--- src/rtl/pcfd_pkg.sv ---
package pcfd_pkg;

    localparam int VW     = 32;             // value width of fields and gains
    localparam int FB     = 16;             // fraction bits of the Q format
    localparam int IW     = 64;             // internal arithmetic width
    localparam int UW     = 24;             // elapsed time width
    localparam int CNT_W  = $clog2(2 * IW); // step counter of the serial unit
    localparam int RIDX_W = 3;              // register index width

    localparam logic signed [IW-1:0] IMAX = (IW'(1) <<< (IW - 2)) - IW'(1);
    localparam logic signed [IW-1:0] VMAX = (IW'(1) <<< (VW - 1)) - IW'(1);
    localparam logic signed [IW-1:0] VMIN = -VMAX - IW'(1);
    localparam logic signed [IW-1:0] QONE = IW'(1) <<< FB;
    localparam logic [IW-1:0] US_PER_S  = IW'(1000000);
    localparam logic [IW-1:0] SQ2_NUM   = IW'(707);
    localparam logic [IW-1:0] SQ2_DEN   = IW'(500);

    localparam logic [RIDX_W-1:0] REG_PROP_GAIN  = RIDX_W'(0);
    localparam logic [RIDX_W-1:0] REG_INTEG_GAIN = RIDX_W'(1);
    localparam logic [RIDX_W-1:0] REG_DERIV_GAIN = RIDX_W'(2);
    localparam logic [RIDX_W-1:0] REG_OUT_UPPER  = RIDX_W'(3);
    localparam logic [RIDX_W-1:0] REG_OUT_LOWER  = RIDX_W'(4);
    localparam logic [RIDX_W-1:0] REG_WINDUP     = RIDX_W'(5);
    localparam logic [RIDX_W-1:0] REG_WRAP       = RIDX_W'(6);
    localparam logic [RIDX_W-1:0] REG_FILTER_C   = RIDX_W'(7);

    localparam logic signed [VW-1:0] RST_PROP  = VW'(QONE);
    localparam logic signed [VW-1:0] RST_UPPER = VW'(QONE * 1000);
    localparam logic signed [VW-1:0] RST_LOWER = VW'(-(QONE * 1000));
    localparam logic [VW-2:0]        RST_BOUND = (VW-1)'(QONE * 1000);
    localparam logic [VW-2:0]        RST_C     = (VW-1)'(QONE);

    typedef struct packed {
        logic signed [VW-1:0] setpoint;
        logic signed [VW-1:0] measured;
        logic                 enable;
        logic [UW-1:0]        elapsed_us;
        logic                 setpoint_stale;
    } t_in_item;

    typedef struct packed {
        logic signed [VW-1:0] drive;
        logic signed [VW-1:0] prop_term;
        logic signed [VW-1:0] integ_term;
        logic signed [VW-1:0] deriv_term;
    } t_out_item;

    typedef struct packed {
        logic                 start;
        logic signed [IW-1:0] a;
        logic signed [IW-1:0] b;
        logic [IW-1:0]        d;
    } t_md_req;

    typedef struct packed {
        logic                 done;
        logic signed [IW-1:0] res;
    } t_md_rsp;

    typedef enum logic [1:0] {
        MD_IDLE,
        MD_MUL,
        MD_DIV
    } t_md_phase;

    typedef enum logic [3:0] {
        S_IDLE,
        S_ERR,
        S_WRAPN,
        S_WRAPM,
        S_SAT,
        S_INTEG,
        S_SLOPE,
        S_C2,
        S_K,
        S_A2,
        S_A1,
        S_Y,
        S_P,
        S_I,
        S_D,
        S_EMIT
    } t_state;

    function automatic logic signed [IW-1:0] f_sx(input logic signed [VW-1:0] v);
        return {{(IW - VW){v[VW-1]}}, v};
    endfunction

    // clamp to the value range and narrow
    function automatic logic signed [VW-1:0] f_satv(input logic signed [IW-1:0] x);
        logic signed [IW-1:0] c;
        c = x;
        if (x > VMAX) begin
            c = VMAX;
        end else if (x < VMIN) begin
            c = VMIN;
        end
        return c[VW-1:0];
    endfunction

    // add with saturation at +-IMAX
    function automatic logic signed [IW-1:0] f_sadd(input logic signed [IW-1:0] a,
                                                    input logic signed [IW-1:0] b);
        logic signed [IW:0] s;
        logic signed [IW:0] hi;
        s  = {a[IW-1], a} + {b[IW-1], b};
        hi = {IMAX[IW-1], IMAX};
        if (s > hi) begin
            return IMAX;
        end else if (s < -hi) begin
            return -IMAX;
        end
        return s[IW-1:0];
    endfunction

endpackage

--- src/rtl/pcfd_muldiv.sv ---
module pcfd_muldiv (
    input  logic              i_clk,
    input  logic              i_rst_n,
    input  pcfd_pkg::t_md_req i_req,
    output pcfd_pkg::t_md_rsp o_rsp
);
    import pcfd_pkg::*;

    // a*b/d truncated toward zero, magnitude capped at IMAX.
    // One product bit per cycle, then one quotient bit per cycle.
    t_md_phase         r_phase, n_phase;
    logic [CNT_W-1:0]  r_cnt, n_cnt;
    logic [IW-1:0]     r_mcand, n_mcand;
    logic [IW-1:0]     r_plier, n_plier;
    logic [IW:0]       r_hi, n_hi;
    logic [IW-1:0]     r_lo, n_lo;
    logic [IW-1:0]     r_d, n_d;
    logic [IW-1:0]     r_rem, n_rem;
    logic [IW-1:0]     r_q, n_q;
    logic              r_ovf, n_ovf;
    logic              r_neg, n_neg;
    logic              r_done, n_done;
    logic [IW:0]       sum;
    logic [IW-1:0]     rem_sh;
    logic [IW-1:0]     mag;

    always_ff @(posedge i_clk) begin
        if (!i_rst_n) begin
            r_phase <= MD_IDLE;
            r_done  <= 1'b0;
            r_cnt   <= '0;
        end else begin
            r_phase <= n_phase;
            r_done  <= n_done;
            r_cnt   <= n_cnt;
        end
        r_mcand <= n_mcand;
        r_plier <= n_plier;
        r_hi    <= n_hi;
        r_lo    <= n_lo;
        r_d     <= n_d;
        r_rem   <= n_rem;
        r_q     <= n_q;
        r_ovf   <= n_ovf;
        r_neg   <= n_neg;
    end

    always_comb begin
        n_phase = r_phase;
        n_cnt   = r_cnt;
        n_mcand = r_mcand;
        n_plier = r_plier;
        n_hi    = r_hi;
        n_lo    = r_lo;
        n_d     = r_d;
        n_rem   = r_rem;
        n_q     = r_q;
        n_ovf   = r_ovf;
        n_neg   = r_neg;
        n_done  = 1'b0;
        sum     = r_hi + {1'b0, (r_plier[0] ? r_mcand : '0)};
        rem_sh  = {r_rem[IW-2:0], r_hi[IW-1]};
        case (r_phase)
            MD_IDLE: begin
                if (i_req.start) begin
                    n_mcand = i_req.a[IW-1] ? IW'(-i_req.a) : IW'(i_req.a);
                    n_plier = i_req.b[IW-1] ? IW'(-i_req.b) : IW'(i_req.b);
                    n_d     = i_req.d;
                    n_neg   = i_req.a[IW-1] ^ i_req.b[IW-1];
                    n_hi    = '0;
                    n_lo    = '0;
                    n_cnt   = '0;
                    n_phase = MD_MUL;
                end
            end
            MD_MUL: begin
                n_hi    = {1'b0, sum[IW:1]};
                n_lo    = {sum[0], r_lo[IW-1:1]};
                n_plier = r_plier >> 1;
                n_cnt   = r_cnt + CNT_W'(1);
                if (r_cnt == CNT_W'(IW - 1)) begin
                    n_cnt   = '0;
                    n_rem   = '0;
                    n_q     = '0;
                    n_ovf   = 1'b0;
                    n_phase = MD_DIV;
                end
            end
            MD_DIV: begin
                if (rem_sh >= r_d) begin
                    n_rem = rem_sh - r_d;
                    n_q   = {r_q[IW-2:0], 1'b1};
                end else begin
                    n_rem = rem_sh;
                    n_q   = {r_q[IW-2:0], 1'b0};
                end
                n_ovf = r_ovf | r_q[IW-1];
                n_hi  = {1'b0, r_hi[IW-2:0], r_lo[IW-1]};
                n_lo  = {r_lo[IW-2:0], 1'b0};
                n_cnt = r_cnt + CNT_W'(1);
                if (r_cnt == CNT_W'(2 * IW - 1)) begin
                    n_cnt   = '0;
                    n_done  = 1'b1;
                    n_phase = MD_IDLE;
                end
            end
            default: begin
                n_phase = MD_IDLE;
            end
        endcase
    end

    assign mag       = (r_ovf | r_q[IW-1] | r_q[IW-2]) ? IMAX : r_q;
    assign o_rsp.done = r_done;
    assign o_rsp.res  = r_neg ? -$signed(mag) : $signed(mag);

endmodule

--- config.mk ---
export PLATFORM = sky130hd
export DESIGN_NAME = pcfd_muldiv
export DESIGN_NICKNAME = d
export VERILOG_FILES = /design/src/rtl/pcfd_pkg.sv /design/src/rtl/pcfd_muldiv.sv
export SDC_FILE = /design/constraint.sdc
export NUM_CORES = 1
export LEC_CHECK = 0
export BUFFER_PORTS_ARGS = -buffer_cell sky130_fd_sc_hd__buf_2
export CORE_MARGIN = 2
export CORE_UTILIZATION = 25
export DETAILED_ROUTE_END_ITERATION = 10
export MAX_ROUTING_LAYER = met4
export SLEW_MARGIN = 25
export SYNTH_ARGS = -nofsm -noshare
export SYNTH_HDL_FRONTEND = slang
export SYNTH_SLANG_ARGS = --single-unit
--- constraint.sdc ---
create_clock -name i_clk -period 15.15 [get_ports i_clk]
set_clock_uncertainty 0.1 [all_clocks]
set_input_delay 1.515 -clock i_clk [delete_from_list [all_inputs] [get_ports i_clk]]
set_output_delay 1.515 -clock i_clk [all_outputs]
set_load 0.02 [all_outputs]
==> parameters.txt <==
Parameter                              Value

Run status
  Status    completed

Timing
  Min Clock Period, post-route    6880 ps
  Max transition margin    0.326
  Final number of setup-violating endpoints    0
  Part of the cycle the worst path needs    0.454
  Unrepaired setup endpoints after global routing    false
  F_max    0.145 GHz
  Setup TNS    0 ps
  Pin slew with the least headroom to its limit    998 ps
  Number of endpoints with negative hold slack in the final report    0
  Pins Over Slew Limit    0

Detailed routing
  Detail Route met3 WL    4.63 mm
  Routed metal-1 wire length    37.4 mm
  Remaining number of nets flagged by the antenna check after routing    0
  First-pass DRT Iterations    5
  Detail Route met2 WL    36.0 mm
  DRC violations left    0
  First DRT Iteration DRCs    1522
  Highest metal layer with signal wires    met4
  Vias per inst    4.88
  Via total after detailed routing    23479
  Final WL    80.4 mm
  Detailed-route wire length per cell    16.7 microns

Synthesis
  Post-synth top area share    0.452
  Yosys synthesis warning count    0
  Cell count after synthesis    3034
  Most frequently used flop master after synthesis    edfxtp_1
  Number of library cell types mapped by synthesis    82
  Top cell type by total area after synthesis    edfxtp_1
  Synthesized netlist net count    3367
  Mean instance size in the synthesized netlist    9.83 sq um
  Share of synthesized registers carrying an async set or reset    0
  Number of synthesized register bits    459
  Mapped cell area    29800 sq um
  Share of the yosys chip area belonging to registers    0.459
  EDFF count, synth    449
  Top post-synthesis cells by area    edfxtp_1, ha_1, xor2_1

Global route
  All-Layer GR Usage    0.133
  Pin count of the biggest net entering global routing    125
  Grt total ovfl    0
  Antenna violations before repair    21
  Global-route wire length before repair    127 mm
  Vias in the first global route    22960

Power
  Static power due to leakage    13.1 nW
  Largest vdd supply drop    0.101 mV
  Share of total power in combinational logic    0.280
  Share of power burned in registers    0.390
  Overall power of the completed layout    0.00446 W
  Sw Pwr    0.00146 W
  Switching power share of the total    0.329
  Design internal power    0.00299 W
  Clock share of power    0.330
  Power density over the cells    128 nW/um^2

Die
  Initial standard-cell utilization of the core    0.252
  Std cell rows    126
  Core area    118000 sq um
  Num ports    260
  Width of the die    349 microns
  Area enclosed by the die boundary    122000 sq um
  Die height    349 microns

Worst setup path
  Setup Crit Path Kind    reg -> out
  Number of buffers and inverters on the critical path    2
  Type of origin of the critical path    flop
  Crit path capture type    output pin
  Required time of the critical path    13540 ps
  Critical Path Max Stage Delay    590 ps
  Worst EP arrival    5260 ps
  Highest fanout seen on the critical path    53
  CP top delay family    simple AND/OR/NAND/NOR gates
  Worst path slowest cell    or3_1
  Cell chain of the critical path    or3_2 > buf_4 > nor2_1 > ha_1 > nand2_1 > or3_1 > or2_1 > nor3_1 > nand4_1 > or3_1 > o41ai_1 > nand2_1 > xnor2_1 > buf_2

Cells and area
  Area grow syn2layout    16.3%
  Proportion of layout cells with a drive suffix above 1    0.130
  Fin util    0.293
  Leading cell type in the layout, fill and taps excluded    edfxtp_1
  Top library cells by usage in the layout, fill and taps aside    edfxtp_1, nand2_1, buf_2
  Layout Cells excl Fill    4813
  Total number of nets in the final design    3543
  Number of fill cells    12427

Clocking
  Resized Gates After CTS    0
  Source-to-sink clock delay at the later pin of the worst-skew pair    630 ps
  Number of post-CTS setup repair buffers    0
  Root Driver    clkbuf_16
  CTS tree    built
  Hold-fix buffers, CTS    0
  CTS Sinks    459
  Clock-pin transition on the worst setup and hold timing paths    60 ps
  Clock H-tree levels    2
  Total clock buffers created by CTS    59
  Max Root-Sink Buffers    3

Place
  Routability cong.    0.907
  Count of buffers inserted at the top-level ports    259
  Hpwl dp    57.9 mm
  Placed instance count    4685

Job
  Maxcap violations    0

Worst hold path
  Worst min-delay path category    reg -> reg
[cell usage after synthesis (56+ instances only)]
cell,count
a22o_1,68
ha_1,136
nor2_1,208
and2_1,138
a21o_1,80
nand4_1,56
inv_1,114
xnor2_1,135
o21ai_0,249
edfxtp_1,449
xor2_1,145
nand2_1,324
a21oi_1,169
clkbuf_1,152
[through the flow]
| stage | hold slack [ps] | cell area (sq um) | setup WS [ps] |
|---|---|---|---|
| finish | 401 | 34700 | 8270 |
| global route | 425 | 34700 | 7840 |
| CTS | 401 | 34600 | 8190 |
| detailed placement | 390 | 32600 | 8900 |
| global placement | 368 | 32600 | 8990 |
| floorplan | 353 | 29800 | 5940 |
[path summary, 6_finish.rpt]
check,slack (ps),depth (start not counted),to,startpoint
setup / recovery,8270,14,o_rsp[56],r_q[63]
hold / removal,400,2,r_cnt[5],r_cnt[5]
setup reg to reg,9930,14,r_hi[51],r_plier[0]
hold reg to reg,400,2,r_cnt[5],r_cnt[5]
[state kept, by name (all words and copies together) (netlist names)]
signal,count
r_q,64
r_ovf,1
r_rem,63
r_done,1
r_mcand,64
r_phase,2
r_d,64
r_plier,64
r_cnt,7
r_lo,64
r_hi,64
r_neg,1
[cell families (layout without fill, tap and decap cells)]
| kind of cell | Yosys count | count (layout) | synth area share |
|---|---|---|---|
| and+or+nand+nor | 977 | 977 | 0.161 |
| AOI/OAI and AO/OA | 847 | 847 | 0.186 |
| DFF | 459 | 459 | 0.459 |
| xor gates and xnor gates | 280 | 280 | 0.0823 |
| buffers and inverters | 279 | 504 | 0.0356 |
| adders and majority gates | 138 | 138 | 0.0584 |
| muxes | 54 | 54 | 0.0184 |
| other | 0 | 18 | 0 |
[final cells by class]
class	count	area, sq um	share of cell area
Antenna cell	18	45.0	0.00130
Clock buffer	67	1550	0.0447
Clock inverter	43	474	0.0137
Inverter	116	435	0.0126
Multi-Input combinational cell	2296	15100	0.436
Sequential cell	459	13700	0.395
Tap cell	1536	1920	0.0554
Timing Repair Buffer	278	1450	0.0419
[tightest hold or removal path, cell delays in order (launching register included)]
cell     delay (ps)
dfxtp_1         310
o21ai_0          80
a21oi_1          60
[power by group through the flow]
stage               Combinational [W]  Sequential [W]  Clock [W]
floorplan                    0.000920         0.00175          0
global placement              0.00124         0.00176          0
detailed placement            0.00125         0.00176          0
CTS                           0.00126         0.00174    0.00152
global route                  0.00140         0.00176    0.00156
finish                        0.00125         0.00174    0.00147
[layer usage]
metal | GRT usage | up-vias
met1 | 0.174 | 11229
met4 | 0.0453 | 0
li1 | - | 11614
met2 | 0.204 | 520
met3 | 0.0271 | 116
met5 | - | -
No activity file was read; power rests on OpenSTA's default activity.
